## config.mk

```make
export PLATFORM = sky130hd
export DESIGN_NAME = lru_size_key_cache
export DESIGN_NICKNAME = d
export VERILOG_FILES = /design/src/hw/rtl/lskc_pkg.sv /design/src/hw/rtl/lskc_apb_regs.sv /design/src/hw/rtl/lskc_slot.sv /design/src/hw/rtl/lru_size_key_cache.sv
export SDC_FILE = /design/constraint.sdc
export NUM_CORES = 1
export LEC_CHECK = 0
export BUFFER_PORTS_ARGS = -buffer_cell sky130_fd_sc_hd__clkbuf_2
export CORE_UTILIZATION = 64
export CTS_BUF_LIST = sky130_fd_sc_hd__clkbuf_8
export CTS_CLUSTER_SIZE = 40
export DETAILED_ROUTE_END_ITERATION = 7
export MAX_ROUTING_LAYER = met4
export PLACE_DENSITY_LB_ADDON = 0.15
export SKIP_CTS_REPAIR_TIMING = 1
export SYNTH_ARGS = -nofsm -noshare
export SYNTH_HDL_FRONTEND = slang
export SYNTH_SLANG_ARGS = --single-unit
```

## constraint.sdc

```tcl
create_clock -name clk -period 7.3 [get_ports clk]
set_clock_uncertainty 0.15 [all_clocks]
set_input_delay 2.19 -clock clk [delete_from_list [all_inputs] [get_ports clk]]
set_output_delay 2.19 -clock clk [all_outputs]
set_load 0.02 [all_outputs]
```

## src/hw/rtl/lskc_pkg.sv

```systemverilog
`timescale 1ns / 1ps
// ----------------------------------------------------------------------------
// lskc_pkg: shared definitions for the size-key LRU cache
// Widths, reset values, status codes and the slot update command.
// ----------------------------------------------------------------------------
package lskc_pkg;

	localparam int LSKC_ENTRIES = 8;

	localparam int SIZE_W   = 16;
	localparam int KEY_W    = 13;
	localparam int STATUS_W = 2;
	localparam int SLOT_W   = 3;
	localparam int APB_DW   = 32;
	localparam int APB_AW   = 3;

	// The key is the size in half-point steps: four fraction bits less one.
	localparam int KEY_SHIFT = 3;

	localparam logic [SIZE_W-1:0] SIZE_LO_RST = 16'd64;
	localparam logic [SIZE_W-1:0] SIZE_HI_RST = 16'd4608;

	localparam logic REG_SIZE_LO = 1'b0;
	localparam logic REG_SIZE_HI = 1'b1;

	localparam logic [STATUS_W-1:0] ST_HIT   = 2'd0;
	localparam logic [STATUS_W-1:0] ST_FILL  = 2'd1;
	localparam logic [STATUS_W-1:0] ST_EVICT = 2'd2;
	localparam logic [STATUS_W-1:0] ST_RANGE = 2'd3;

	typedef struct packed {
		logic update;
		logic miss;
	} lskc_cmd_t;

endpackage

```

## src/hw/rtl/lskc_apb_regs.sv

```systemverilog
`timescale 1ns / 1ps
// ----------------------------------------------------------------------------
// lskc_apb_regs: configuration registers
// Holds the minimum and maximum accepted font size behind an APB-style port.
// ----------------------------------------------------------------------------
module lskc_apb_regs
	import lskc_pkg::*;
(
	input  logic              clk,
	input  logic              arst_n,
	input  logic              psel,
	input  logic              penable,
	input  logic              pwrite,
	input  logic [APB_AW-1:0] paddr,
	input  logic [APB_DW-1:0] pwdata,
	output logic [APB_DW-1:0] prdata,
	output logic              pready,
	output logic [SIZE_W-1:0] size_lo,
	output logic [SIZE_W-1:0] size_hi
);

	logic [SIZE_W-1:0] size_lo_q;
	logic [SIZE_W-1:0] size_hi_q;
	logic              wr_en;
	logic              reg_sel;

	assign pready  = 1'b1;
	assign wr_en   = psel && penable && pwrite;
	assign reg_sel = paddr[2];

	always_ff @(posedge clk or negedge arst_n) begin
		if (!arst_n) begin
			size_lo_q <= SIZE_LO_RST;
			size_hi_q <= SIZE_HI_RST;
		end else if (wr_en) begin
			case (reg_sel)
				REG_SIZE_LO: size_lo_q <= pwdata[SIZE_W-1:0];
				REG_SIZE_HI: size_hi_q <= pwdata[SIZE_W-1:0];
				default: ;
			endcase
		end
	end

	always_comb begin
		case (reg_sel)
			REG_SIZE_LO: prdata = {{(APB_DW-SIZE_W){1'b0}}, size_lo_q};
			REG_SIZE_HI: prdata = {{(APB_DW-SIZE_W){1'b0}}, size_hi_q};
			default:     prdata = '0;
		endcase
	end

	assign size_lo = size_lo_q;
	assign size_hi = size_hi_q;

endmodule

```

## src/hw/rtl/lskc_slot.sv

```systemverilog
`timescale 1ns / 1ps
// ----------------------------------------------------------------------------
// lskc_slot: one cache slot
// Stores key, valid bit and recency age; compares the key and updates the age.
// ----------------------------------------------------------------------------
module lskc_slot
	import lskc_pkg::*;
#(
	parameter int AGE_W = 3
) (
	input  logic             clk,
	input  logic             arst_n,
	input  lskc_cmd_t        cmd,
	input  logic             target,
	input  logic [AGE_W-1:0] hit_age,
	input  logic [KEY_W-1:0] new_key,
	output logic             match,
	output logic             valid,
	output logic [AGE_W-1:0] age,
	output logic [KEY_W-1:0] key
);

	logic             valid_q;
	logic [AGE_W-1:0] age_q;
	logic [KEY_W-1:0] key_q;

	assign match = valid_q && (key_q == new_key);

	always_ff @(posedge clk or negedge arst_n) begin
		if (!arst_n) begin
			valid_q <= 1'b0;
			age_q   <= '0;
		end else if (cmd.update) begin
			if (target) begin
				valid_q <= 1'b1;
				age_q   <= '0;
			end else if (valid_q && (cmd.miss || age_q < hit_age)) begin
				// Ages form a permutation of the valid slots, so this cannot wrap.
				age_q <= age_q + 1'b1;
			end
		end
	end

	always_ff @(posedge clk) begin
		if (cmd.update && cmd.miss && target) begin
			key_q <= new_key;
		end
	end

	assign valid = valid_q;
	assign age   = age_q;
	assign key   = key_q;

endmodule

```

## src/hw/rtl/lru_size_key_cache.sv

```systemverilog
`timescale 1ns / 1ps
// ----------------------------------------------------------------------------
// lru_size_key_cache: fully associative LRU cache of font-size keys
// Range-checks a size, derives its half-point key, looks it up and updates LRU.
// ----------------------------------------------------------------------------
//  Channel   Signals                                   Direction
//  request   start, busy, font_size                    in (busy out)
//  result    done, status, slot, size_key, evicted_key out
//  config    psel, penable, pwrite, paddr, pwdata,     in / out
//            prdata, pready
//
// A request word is taken in every cycle; busy is always low. The word is
// registered, looked up against all slots in parallel in the next cycle and
// its result word is held through the cycle after that with done high.
// The slot compare and age update set the cycle.
// Reset empties every slot; the result side cannot stall.
// ----------------------------------------------------------------------------
module lru_size_key_cache
	import lskc_pkg::*;
#(
	parameter int ENTRIES = LSKC_ENTRIES
) (
	input  logic                clk,
	input  logic                arst_n,
	input  logic                start,
	output logic                busy,
	input  logic [SIZE_W-1:0]   font_size,
	output logic                done,
	output logic [STATUS_W-1:0] status,
	output logic [SLOT_W-1:0]   slot,
	output logic [KEY_W-1:0]    size_key,
	output logic [KEY_W-1:0]    evicted_key,
	input  logic                psel,
	input  logic                penable,
	input  logic                pwrite,
	input  logic [APB_AW-1:0]   paddr,
	input  logic [APB_DW-1:0]   pwdata,
	output logic [APB_DW-1:0]   prdata,
	output logic                pready
);

	localparam int IDX_W = (ENTRIES > 1) ? $clog2(ENTRIES) : 1;
	localparam logic [IDX_W-1:0] AGE_MAX = IDX_W'(ENTRIES - 1);

	logic [SIZE_W-1:0] size_lo;
	logic [SIZE_W-1:0] size_hi;

	logic              item_valid_s1;
	logic [SIZE_W-1:0] font_size_s1;

	logic                done_s2;
	logic [STATUS_W-1:0] status_s2;
	logic [SLOT_W-1:0]   slot_s2;
	logic [KEY_W-1:0]    size_key_s2;
	logic [KEY_W-1:0]    evicted_key_s2;

	logic [ENTRIES-1:0] match;
	logic [ENTRIES-1:0] valid;
	logic [IDX_W-1:0]   age [ENTRIES];
	logic [KEY_W-1:0]   key [ENTRIES];

	logic [ENTRIES-1:0] hit_oh;
	logic [ENTRIES-1:0] free_oh;
	logic [ENTRIES-1:0] vict_oh;
	logic [ENTRIES-1:0] tgt_oh;
	logic               any_hit;
	logic               any_free;
	logic               in_range;
	logic [KEY_W-1:0]   key_s1;
	logic [IDX_W-1:0]   hit_age;
	logic [KEY_W-1:0]   vict_key;
	logic [IDX_W-1:0]   tgt_idx;
	logic [IDX_W+SLOT_W-1:0] tgt_ext;
	logic [STATUS_W-1:0] status_nx;
	lskc_cmd_t          cmd;

	lskc_apb_regs u_regs (
		.clk      (clk),
		.arst_n   (arst_n),
		.psel     (psel),
		.penable  (penable),
		.pwrite   (pwrite),
		.paddr    (paddr),
		.pwdata   (pwdata),
		.prdata   (prdata),
		.pready   (pready),
		.size_lo  (size_lo),
		.size_hi  (size_hi)
	);

	assign busy = 1'b0;

	always_ff @(posedge clk or negedge arst_n) begin
		if (!arst_n) begin
			item_valid_s1 <= 1'b0;
		end else begin
			item_valid_s1 <= start && !busy;
		end
	end

	always_ff @(posedge clk) begin
		if (start && !busy) begin
			font_size_s1 <= font_size;
		end
	end

	assign key_s1   = font_size_s1[SIZE_W-1:KEY_SHIFT];
	assign in_range = (font_size_s1 >= size_lo) && (font_size_s1 <= size_hi);

	for (genvar g = 0; g < ENTRIES; g++) begin : g_slot
		lskc_slot #(
			.AGE_W (IDX_W)
		) u_slot (
			.clk     (clk),
			.arst_n  (arst_n),
			.cmd     (cmd),
			.target  (tgt_oh[g]),
			.hit_age (hit_age),
			.new_key (key_s1),
			.match   (match[g]),
			.valid   (valid[g]),
			.age     (age[g]),
			.key     (key[g])
		);
	end

	// Lowest-numbered slot wins each selection. When the cache is full the ages
	// are a permutation, so the least recent slot is the one at the top age.
	always_comb begin
		logic hit_seen;
		logic free_seen;
		logic vict_seen;
		hit_seen  = 1'b0;
		free_seen = 1'b0;
		vict_seen = 1'b0;
		hit_oh    = '0;
		free_oh   = '0;
		vict_oh   = '0;
		for (int i = 0; i < ENTRIES; i++) begin
			hit_oh[i]  = match[i] && !hit_seen;
			free_oh[i] = !valid[i] && !free_seen;
			vict_oh[i] = (age[i] == AGE_MAX) && !vict_seen;
			hit_seen   = hit_seen || match[i];
			free_seen  = free_seen || !valid[i];
			vict_seen  = vict_seen || (age[i] == AGE_MAX);
		end
	end

	assign any_hit  = |match;
	assign any_free = |(~valid);

	always_comb begin
		if (any_hit) begin
			tgt_oh = hit_oh;
		end else if (any_free) begin
			tgt_oh = free_oh;
		end else begin
			tgt_oh = vict_oh;
		end
	end

	always_comb begin
		hit_age  = '0;
		vict_key = '0;
		tgt_idx  = '0;
		for (int i = 0; i < ENTRIES; i++) begin
			hit_age  = hit_age | (hit_oh[i] ? age[i] : '0);
			vict_key = vict_key | (vict_oh[i] ? key[i] : '0);
			tgt_idx  = tgt_idx | (tgt_oh[i] ? IDX_W'(i) : '0);
		end
	end

	assign cmd = '{update: item_valid_s1 && in_range, miss: !any_hit};

	always_comb begin
		if (!in_range) begin
			status_nx = ST_RANGE;
		end else if (any_hit) begin
			status_nx = ST_HIT;
		end else if (any_free) begin
			status_nx = ST_FILL;
		end else begin
			status_nx = ST_EVICT;
		end
	end

	assign tgt_ext = {{SLOT_W{1'b0}}, tgt_idx};

	always_ff @(posedge clk or negedge arst_n) begin
		if (!arst_n) begin
			done_s2 <= 1'b0;
		end else begin
			done_s2 <= item_valid_s1;
		end
	end

	always_ff @(posedge clk) begin
		if (item_valid_s1) begin
			status_s2      <= status_nx;
			size_key_s2    <= key_s1;
			slot_s2        <= in_range ? tgt_ext[SLOT_W-1:0] : '0;
			evicted_key_s2 <= (status_nx == ST_EVICT) ? vict_key : '0;
		end
	end

	assign done        = done_s2;
	assign status      = status_s2;
	assign slot        = slot_s2;
	assign size_key    = size_key_s2;
	assign evicted_key = evicted_key_s2;

endmodule
```

==> results of run 1 <==
==> cell usage in the layout (no fill, tap or decap), types with 5 or more instances in the layout <==
master / count
nand2_1: 73
a22oi_1: 30
xor2_1: 12
nand4_1: 38
mux2i_1: 15
a222oi_1: 13
or2_2: 5
edfxtp_1: 151
nand3_1: 33
and2_1: 7
nor3_2: 5
nor4_2: 5
ha_1: 48
nor3_1: 9
clkbuf_2: 85
o211ai_1: 6
o21ai_0: 32
clkinv_1: 5
a211oi_1: 6
maj3_2: 9
mux2_2: 33
inv_1: 75
a31oi_1: 19
a21o_1: 11
dfrtp_1: 63
and3_1: 10
conb_1: 18
o31ai_1: 8
or4_1: 14
nor2_1: 46
nand2b_1: 5
buf_4: 17
nor4_1: 16
xnor2_1: 91
a21oi_1: 35
nor2b_1: 6
clkbuf_8: 41
==> sequential cells by signal (all words and copies together) (netlist names) <==
name and flops:
g_slot.u_slot.valid 8, u_regs.size_lo 16, done 1, evicted_key 13, g_slot.u_slot.age 24, u_regs.size_hi 16, g_slot.u_slot.key 104, status 2
slot 3, font_size_s1 16, size_key 13, item_valid_s1 1
==> critical path, delay by kind of cell <==
kind	cells	cell delay, ns
muxes	1	0.39
buffers and inverters	2	0.59
==> how the worst max path moves through the flow <==
stage          slack (ns)                    start                       to
2_1_floorplan        1.94                 paddr[2]                prdata[4]
3_3_place_gp         1.78                 paddr[2]                prdata[0]
3_5_place_dp         1.78                 paddr[2]                prdata[0]
4_1_cts              1.78                 paddr[2]                prdata[0]
5_1_grt              1.71  g_slot[1].u_slot.age[1]  g_slot[6].u_slot.key[7]
6_report             1.79                 paddr[2]                prdata[0]
==> stage by stage <==
| step | area (um2) | hold WS [ns] | util (%) |
|---|---|---|---|
| floorplan | 12260 | 0.3294 | - |
| global placement | 12720 | 0.3368 | 67.98 |
| detailed placement | 12720 | 0.3431 | 67.98 |
| CTS | 13400 | 0.3559 | 71.63 |
| global route | 13400 | 0.3709 | 71.63 |
| finish | 13400 | 0.3562 | 71.63 |
==> metal layers <==
metal / track usage (%) / vias up
met5: - / -
met4: 12.61 / 0
met3: 5.949 / 73
met2: 51.05 / 451
met1: 42.59 / 4397
li1: - / 4182
==> final cells by class <==
cell class                      count  share of cell area [%]
Inverter                           61                   1.709
Clock inverter                     26                  0.8779
Tap cell                          234                   2.185
Timing Repair Buffer              103                   4.165
Multi-Input combinational cell    740                   40.65
Clock buffer                       41                   4.212
Sequential cell                   217                   46.20
==> cell families after synthesis <==
logic type,Yosys count
simple gates,297
flops,217
compound gates,215
buf+inv,133
xor+xnor,104
fa+ha+maj,58
mux,48
other cells,2
==> report_power, final <==
part | total, uW | switching (uW) | internal, uW | leakage, uW
sequential | 1660 | 178 | 1480 | 0.00222
clock | 1010 | 487 | 520 | 0.000405
combinational | 735 | 447 | 288 | 0.00254
==> out/results.tsv, run 1 <==
metric	value	unit
worst_setup_path_end_kind	primary output	
fin_ws	1.786	ns
synthMuxAreaShare	4.276	%
synth_area	12200	um2
ys_types	89	
max_stage_delay	0.44	ns
fmax	0.1813	GHz
cts.reportedPaths.clkPinSlew	0.05	ns
violations	design-rule violations	
coreArea	18710	um2
cts.sinks	217	
start_util	65.23	%
via_per_inst	6.402	
synth_area_leaders	edfxtp_1, dfrtp_1, xnor2_1, ha_1, mux2_2	
setup_violations	0	
cp_cell_sequence	clkbuf_2 > mux2_2 > clkbuf_2	
synth_top_family_by_area	simple AND/OR/NAND/NOR gates	
reg2reg_to	g_slot[6].u_slot.key[7]	
cts_root_buffer	clkbuf_8	
report.final.slew_viol_count	0	
routed_wl	30290	um
grt_max_degree	67	
ant_nets	0	
place_hpwl	21610	um
placementRows	50	
clockBufferDepth	3	
grt_pass1_wl	47480	um
worst-r2r-cell-count	10	
worstMarginPinSlew	1.231	ns
nets	1266	
grt_pass1_vias	8678	
status	finished, violations left	
dr.pass1.iters	8	
max_slew_margin	17.62	%
cp_max_fo	33	
synth_simple_gate_area_share	13.46	%
required	4.96	ns
syn_to_final_growth	9.803	%
post-route-min-period	5.514	ns
yosys.area_share.xor_xnor	7.527	%
synth.avg_cell_area	11.36	um2
tns	0	ns
dp_slack	1.784	ns
dr_wl_met3	2452	um
seqCellArea	6190	um2
rsz0062_at_grt	no	
dieArea	19620	um2
worstHoldPathCells	1	
dpl.cell_count	1355	
die_w	140.1	um
drive_above_1_share	18.94	%
rrSetupSlack	2.16	ns
synth-seq-cells	217	
cts_made_buffers	38	
hold_violations	0	
reg2reg_from	g_slot[1].u_slot.age[1]	
hp-start	u_regs.size_lo[11]	
vdd_drop_max	0.1918	mV
slowest_stage	clkbuf_2	
finalCritPeriodShare	75.54	%
ys_seq_area_share	50.73	%
cellLeakagePower	0.005162	uW
synthCells	1074	
drt_iter0_drc	1011	
multiInputGateArea	5446	um2
startpoint_type	input pin	
antenna_found_initial	0	
cp.arrival	3.17	ns
cts_tree	built	
io_buffers	86	
cpMostUsedCell	clkbuf_2	
synth_common_cells	edfxtp_1, xnor2_1, nand2_1	
crit_type	input pin to primary output	
nFillCells	1348	
ioPinCount	123	
synth_compound_area_share	12.80	%
wl_met1	12400	um
h-tree-depth	2	
synth_fa_ha_area_share	5.835	%
grt-ovfl-total	0	
pwr_density_cell	253.6	nW/um2
hold_class	flop to flop	
synth-edff-count	151	
grt_use_total	32.68	%
clk_latency	0.54	ns
min_to	u_regs.size_lo[11]	
diodes	0	
drcViolationCount	1	
power	3398	uW
maxCapViolCount	0	
fp.dieH	140.1	um
yosysTopAreaCell	edfxtp_1	
wl_met2	14560	um
ys_warn_count	0	
vias	9103	
synth_top_area_share	37.16	%
layoutNonFillerInstCount	1422	
postSynth.asyncResetShare	30.41	%
top_layer	met4	
synth_ff_type	edfxtp_1	
yosysMostFrequentCell	edfxtp_1	
wl_per_cell	21.30	um
gp_congestion	0.9736	
(Power assumes the default switching activity.)
==> inputs of run 2 (changes only) <==
Settings changed: CORE_UTILIZATION 64 to 62.
Clock period 7.3 ns to 5.3 ns, I/O delays scaled along.
==> run 2 against run 1 <==
The flow still finishes with violations (design-rule violations). Count of clock-buffer cells in the layout down 2. Critical endpoint is now g_slot[1].u_slot.key[6]. Critical path depth is 6 higher. First-iteration DRC count grew 0.49%.
==> out/results.tsv, run 2 (same netlist as run 1, synthesis figures left out) <==
metric	value	unit	change
grt_pass1_wl	48760	um	was 47,480 um
drive_above_1_share	20.46	%	was 18.94%
ioPinCount	123		unchanged
coreArea	19020	um2	was 18,710 um2
slowest_stage	edfxtp_1		was clkbuf_2
io_buffers	86		unchanged
vias	9219		was 9,103
crit_buf_inv	0		was 2
clk_latency	0.53	ns	was 0.54 ns
largest_reg_flops	104		unchanged
max_stage_delay	0.97	ns	was 0.44 ns
cp_max_fo	19		was 33
report.final.slew_viol_count	0		unchanged
grt-ovfl-total	0		unchanged
placementRows	50		unchanged
cellLeakagePower	0.005262	uW	was 0.005162 uW
wl_per_cell	20.89	um	was 21.30 um
cpMostUsedCell	a21oi_1		was clkbuf_2
clockBufferDepth	3		unchanged
dr.pass1.iters	8		unchanged
max_slew_margin	26.90	%	was 17.62%
dieArea	20250	um2	was 19,620 um2
nFillCells	1388		was 1,348
fmax	0.2213	GHz	
via_per_inst	6.263		was 6.402
pwr_density_cell	346.5	nW/um2	was 253.6 nW/um2
cts_tree	built		unchanged
hold_class	flop to flop		unchanged
routed_wl	30740	um	was 30,290 um
maxCapViolCount	0		unchanged
hold_violations	0		unchanged
drt_iter0_drc	1016		was 1,011
antenna_found_initial	0		unchanged
worstMarginPinSlew	1.091	ns	was 1.231 ns
cts_root_buffer	clkbuf_8		unchanged
final_common_cell	edfxtp_1		unchanged
cts.reportedPaths.clkPinSlew	0.06	ns	was 0.05 ns
fp.dieH	142.3	um	was 140.1 um
grt_use_total	32.59	%	was 32.68%
worst_setup_path_end_kind	flop		was primary output
final_util	71.57	%	was 71.63%
cp.arrival	4.49	ns	was 3.17 ns
ant_nets	0		unchanged
diodes	0		unchanged
h-tree-depth	2		unchanged
cts.sinks	217		unchanged
die_w	142.3	um	was 140.1 um
violations	design-rule violations		unchanged
vdd_drop_max	0.3667	mV	was 0.1918 mV
start_util	64.16	%	was 65.23%
cp_cell_sequence	xnor2_1 > nand4_1 > or4_1 > nand2_1 > or4b_1 > a21oi_1 > a21oi_1 > nand2b_1 > nor2_1		was clkbuf_2 > mux2_2 > clkbuf_2
tns	0	ns	unchanged
status	finished, violations left		unchanged
drcViolationCount	1		unchanged
setup_violations	0		unchanged
startpoint_type	flop		was input pin
final_cell_mix	edfxtp_1, xnor2_1, clkbuf_2, nand2_1, inv_1		was edfxtp_1, xnor2_1, clkbuf_2, inv_1, nand2_1
cts_made_buffers	37		was 38
rsz0062_at_grt	no		unchanged
crit_type	flop to flop		was input pin to primary output
post-route-min-period	4.519	ns	
syn_to_final_growth	11.55	%	was 9.803%
required	5.28	ns	was 4.96 ns
grt_max_degree	41		was 67
finalCritPeriodShare	85.27	%	
grt_pass1_vias	8926		was 8,678
path_delay_family	simple AND/OR/NAND/NOR gates		was buffers and inverters
gp_congestion	0.9738		was 0.9736
nets	1290		was 1,266
place_hpwl	22080	um	was 21,610 um
==> run 2: changes by cell type in the layout (fill, tap and decap cells not counted), sizes merged <==
cell	previous run	this run
clkbuf	126	124
buf	18	43
inv	77	71
clkinvlp	1	0
clkinv	9	16
bufinv	0	1
==> run 2: path summary, 6_finish.rpt <==
check | to | slack, ns | cells past startpoint | start
min in group asynchronous | g_slot[3].u_slot.age[1] | 0.94 | 1 | arst_n
setup reg to reg | g_slot[1].u_slot.key[6] | 0.78 | 9 | font_size_s1[11]
setup / recovery | g_slot[1].u_slot.key[6] | 0.78 | 9 | font_size_s1[11]
hold / removal | u_regs.size_lo[13] | 0.35 | 1 | u_regs.size_lo[13]
hold reg to reg | u_regs.size_lo[13] | 0.35 | 1 | u_regs.size_lo[13]
max in group asynchronous | u_regs.size_lo[6] | 3.04 | 2 | arst_n
==> run 2: cell type report <==
| type | count | area (um2) | area share (%) |
|---|---|---|---|
| Inverter | 61 | 229.0 | 1.682 |
| Multi-Input combinational cell | 740 | 5446 | 40.02 |
| Clock inverter | 27 | 137.6 | 1.011 |
| Timing Repair Buffer | 128 | 745.7 | 5.479 |
| Tap cell | 260 | 325.3 | 2.390 |
| Clock buffer | 39 | 536.8 | 3.944 |
| Sequential cell | 217 | 6190 | 45.48 |
==> run 2: metal layers <==
layer | up-vias | global-route usage [%] | wire [um]
met5 | - | - | 0
li1 | 4236 | - | -
met3 | 87 | 5.215 | 2524
met4 | 0 | 12.62 | 1009
met2 | 482 | 50.59 | 14310
met1 | 4414 | 43.14 | 12900
==> run 2: where the power goes <==
| group | switching, uW | internal (uW) | leakage [uW] |
|---|---|---|---|
| Clock | 670 | 731 | 0.000381 |
| Combinational | 616 | 419 | 0.00266 |
| Sequential | 246 | 2040 | 0.00222 |
==> run 2: metrics by stage <==
stage / std cells / power, uW / setup WS, ns / hold slack (ns) / cell area, um2
floorplan: 1090 / 2970 / 0.9114 / 0.3294 / 12260
global placement: 1406 / 3286 / 0.8892 / 0.3367 / 12940
detailed placement: 1406 / 3328 / 0.8439 / 0.3431 / 12940
global route: 1472 / 4966 / 0.4965 / 0.3606 / 13610
CTS: 1472 / 4723 / 0.8336 / 0.3566 / 13610
finish: 1472 / 4716 / 0.7806 / 0.3533 / 13610
==> inputs of run 3 (changes only) <==
Settings changed: CORE_UTILIZATION 62 to 64.
Clock period 5.3 ns to 5.6 ns, I/O delays scaled along.
==> run 3 against run 2 <==
The flow now finishes without violations. Final area shrank 0.37%. Clock power about the same. Sequential share of layout area grew 0.17 points. Cell count decreased by 2.0%. Total power is 4.1% lower. Worst hold slack better by 0.0017 ns. Register-to-register slack gained 0.13 ns. Sequential power decreased by 5%. Utilization is 0.93 points higher. Critical path type unchanged.
==> out/results.tsv, run 3 (same netlist as run 1, synthesis figures left out) <==
metric	value	unit	change
status	finished, final reports clean		was finished, violations left
worstMarginPinSlew	1.082	ns	was 1.091 ns
start_util	65.23	%	was 64.16%
die_w	140.1	um	was 142.3 um
cts_tree	built		unchanged
finalCritPeriodShare	83.70	%	was 85.27%
nFillCells	1338		was 1,388
maxCapViolCount	0		unchanged
grt_max_degree	36		was 41
gp_congestion	1.003		was 0.9738
hold_violations	0		unchanged
max_stage_delay	0.78	ns	was 0.97 ns
rrSetupSlack	0.91	ns	was 0.78 ns
worst-r2r-cell-count	11		was 9
reg2reg_from	font_size_s1[11]		unchanged
final_common_cell	edfxtp_1		unchanged
startpoint_type	flop		unchanged
cp.arrival	4.99	ns	was 4.49 ns
drive_above_1_share	20.03	%	was 20.46%
fmax	0.2133	GHz	was 0.2213 GHz
required	5.90	ns	was 5.28 ns
largest_reg_flops	104		unchanged
antenna_found_initial	0		unchanged
ioPinCount	123		unchanged
dr.pass1.iters	7		was 8
max_slew_margin	27.60	%	was 26.90%
cellLeakagePower	0.005266	uW	was 0.005262 uW
drcViolationCount	0		was 1
ant_nets	0		unchanged
crit_buf_inv	1		was 0
crit_type	flop to flop		unchanged
setup_violations	0		unchanged
io_buffers	86		unchanged
placed_cell_area	12850	um2	was 12,940 um2
grt_pass1_wl	48810	um	was 48,760 um
routed_wl	31040	um	was 30,740 um
min_to	u_regs.size_lo[15]		was u_regs.size_lo[13]
clockBufferDepth	3		unchanged
worst_setup_path_end_kind	flop		unchanged
cp_max_fo	14		was 19
report.final.slew_viol_count	0		unchanged
cts.sinks	217		unchanged
cpMostUsedCell	maj3_2		was a21oi_1
fp.dieH	140.1	um	was 142.3 um
dieArea	19620	um2	was 20,250 um2
worstHoldPathCells	1		unchanged
grt-ovfl-total	0		unchanged
clk_latency	0.55	ns	was 0.53 ns
wl_per_cell	21.52	um	was 20.89 um
drt_iter0_drc	927		was 1,016
coreArea	18710	um2	was 19,020 um2
placementRows	50		unchanged
fin_ws	0.9126	ns	was 0.7806 ns
via_per_inst	6.396		was 6.263
slowest_stage	nor4_1		was edfxtp_1
final_cell_mix	edfxtp_1, xnor2_1, clkbuf_2, inv_1, nand2_1		was edfxtp_1, xnor2_1, clkbuf_2, nand2_1, inv_1
vias	9223		was 9,219
grt_pass1_vias	8953		was 8,926
post-route-min-period	4.687	ns	was 4.519 ns
post-route-cell-area	13560	um2	was 13,610 um2
rsz0062_at_grt	no		unchanged
h-tree-depth	2		unchanged
path_delay_family	compound AO/OA/AOI/OAI gates		was simple AND/OR/NAND/NOR gates
cts_root_buffer	clkbuf_8		unchanged
cts.reportedPaths.clkPinSlew	0.06	ns	about the same
tns	0	ns	unchanged
hp-start	u_regs.size_lo[15]		was u_regs.size_lo[13]
vdd_drop_max	0.2314	mV	was 0.3667 mV
reg2reg_to	g_slot[0].u_slot.age[0]		was g_slot[1].u_slot.key[6]
grt_use_total	33.39	%	was 32.59%
diodes	0		unchanged
cts_made_buffers	38		was 37
pwr_density_cell	333.5	nW/um2	was 346.5 nW/um2
hold_class	flop to flop		unchanged
syn_to_final_growth	11.14	%	was 11.55%
dp_slack	1.042	ns	was 0.8439 ns
place_hpwl	22390	um	was 22,080 um
cp_cell_sequence	buf_4 > xor2_1 > nor4_1 > nand4_1 > a211oi_1 > o31ai_1 > a211oi_2 > maj3_2 > maj3_2 > a21o_1 > mux2i_1		was xnor2_1 > nand4_1 > or4_1 > nand2_1 > or4b_1 > a21oi_1 > a21oi_1 > nand2b_1 > nor2_1
nets	1284		was 1,290
run 3: area by class of cell:
type                    count  area (um2)  share of cell area, %
flip-flops and latches    217        6190                  45.64
multi-input cells         740        5446                  40.16
repair buffers            121       693.2                  5.112
clock buffers              41       564.3                  4.161
well taps                 234       292.8                  2.159
inverters                  61       229.0                  1.689
clock inverters            28       145.1                  1.070
run 3: metal layers:
layer	part of all wire (%)	GRT usage, %
met1	41	43.14
met2	47	53.32
met3	7.9	5.368
met4	3.5	12.55
met5	0	-
run 3: worst max path at each step:
| stage | start | endpoint | slack (ns) | cells past startpoint |
|---|---|---|---|---|
| final | font_size_s1[11] | g_slot[0].u_slot.age[0] | 0.91 | 11 |
| after global routing | g_slot[1].u_slot.age[0] | g_slot[6].u_slot.key[4] | 0.68 | 11 |
| after CTS | font_size_s1[11] | g_slot[0].u_slot.age[0] | 1.01 | 11 |
| after detailed placement | g_slot[1].u_slot.age[1] | g_slot[6].u_slot.key[3] | 1.04 | 11 |
| after global placement | paddr[2] | prdata[0] | 1.10 | 3 |
| after floorplan | u_regs.size_hi[9] | g_slot[7].u_slot.key[0] | 1.21 | 11 |
run 3: worst reg2reg max path: stages (launching register included):
cell,delay [ns]
edfxtp_1,0.65
buf_4,0.29
xor2_1,0.17
nor4_1,0.78
nand4_1,0.40
a211oi_1,0.43
o31ai_1,0.14
a211oi_2,0.68
maj3_2,0.33
maj3_2,0.18
a21o_1,0.19
mux2i_1,0.21
run 3: power breakdown:
group,internal (uW),total (uW),leakage [uW],switching [uW]
Clock,723,1380,0.000419,658
Sequential,1930,2160,0.00222,230
Combinational,397,985,0.00263,588
Total,3050,4520,0.00527,1480
run 3: per-stage QoR:
step                total power, uW  cells  hold slack, ns  utilization [%]
finish                         4522   1442          0.3550            72.50
global route                   4731   1442          0.3587            72.50
CTS                            4530   1442          0.3556            72.50
detailed placement             3154   1373          0.3430            68.70
global placement               3117   1373          0.3372            68.70
floorplan                      2811   1090          0.3294                -
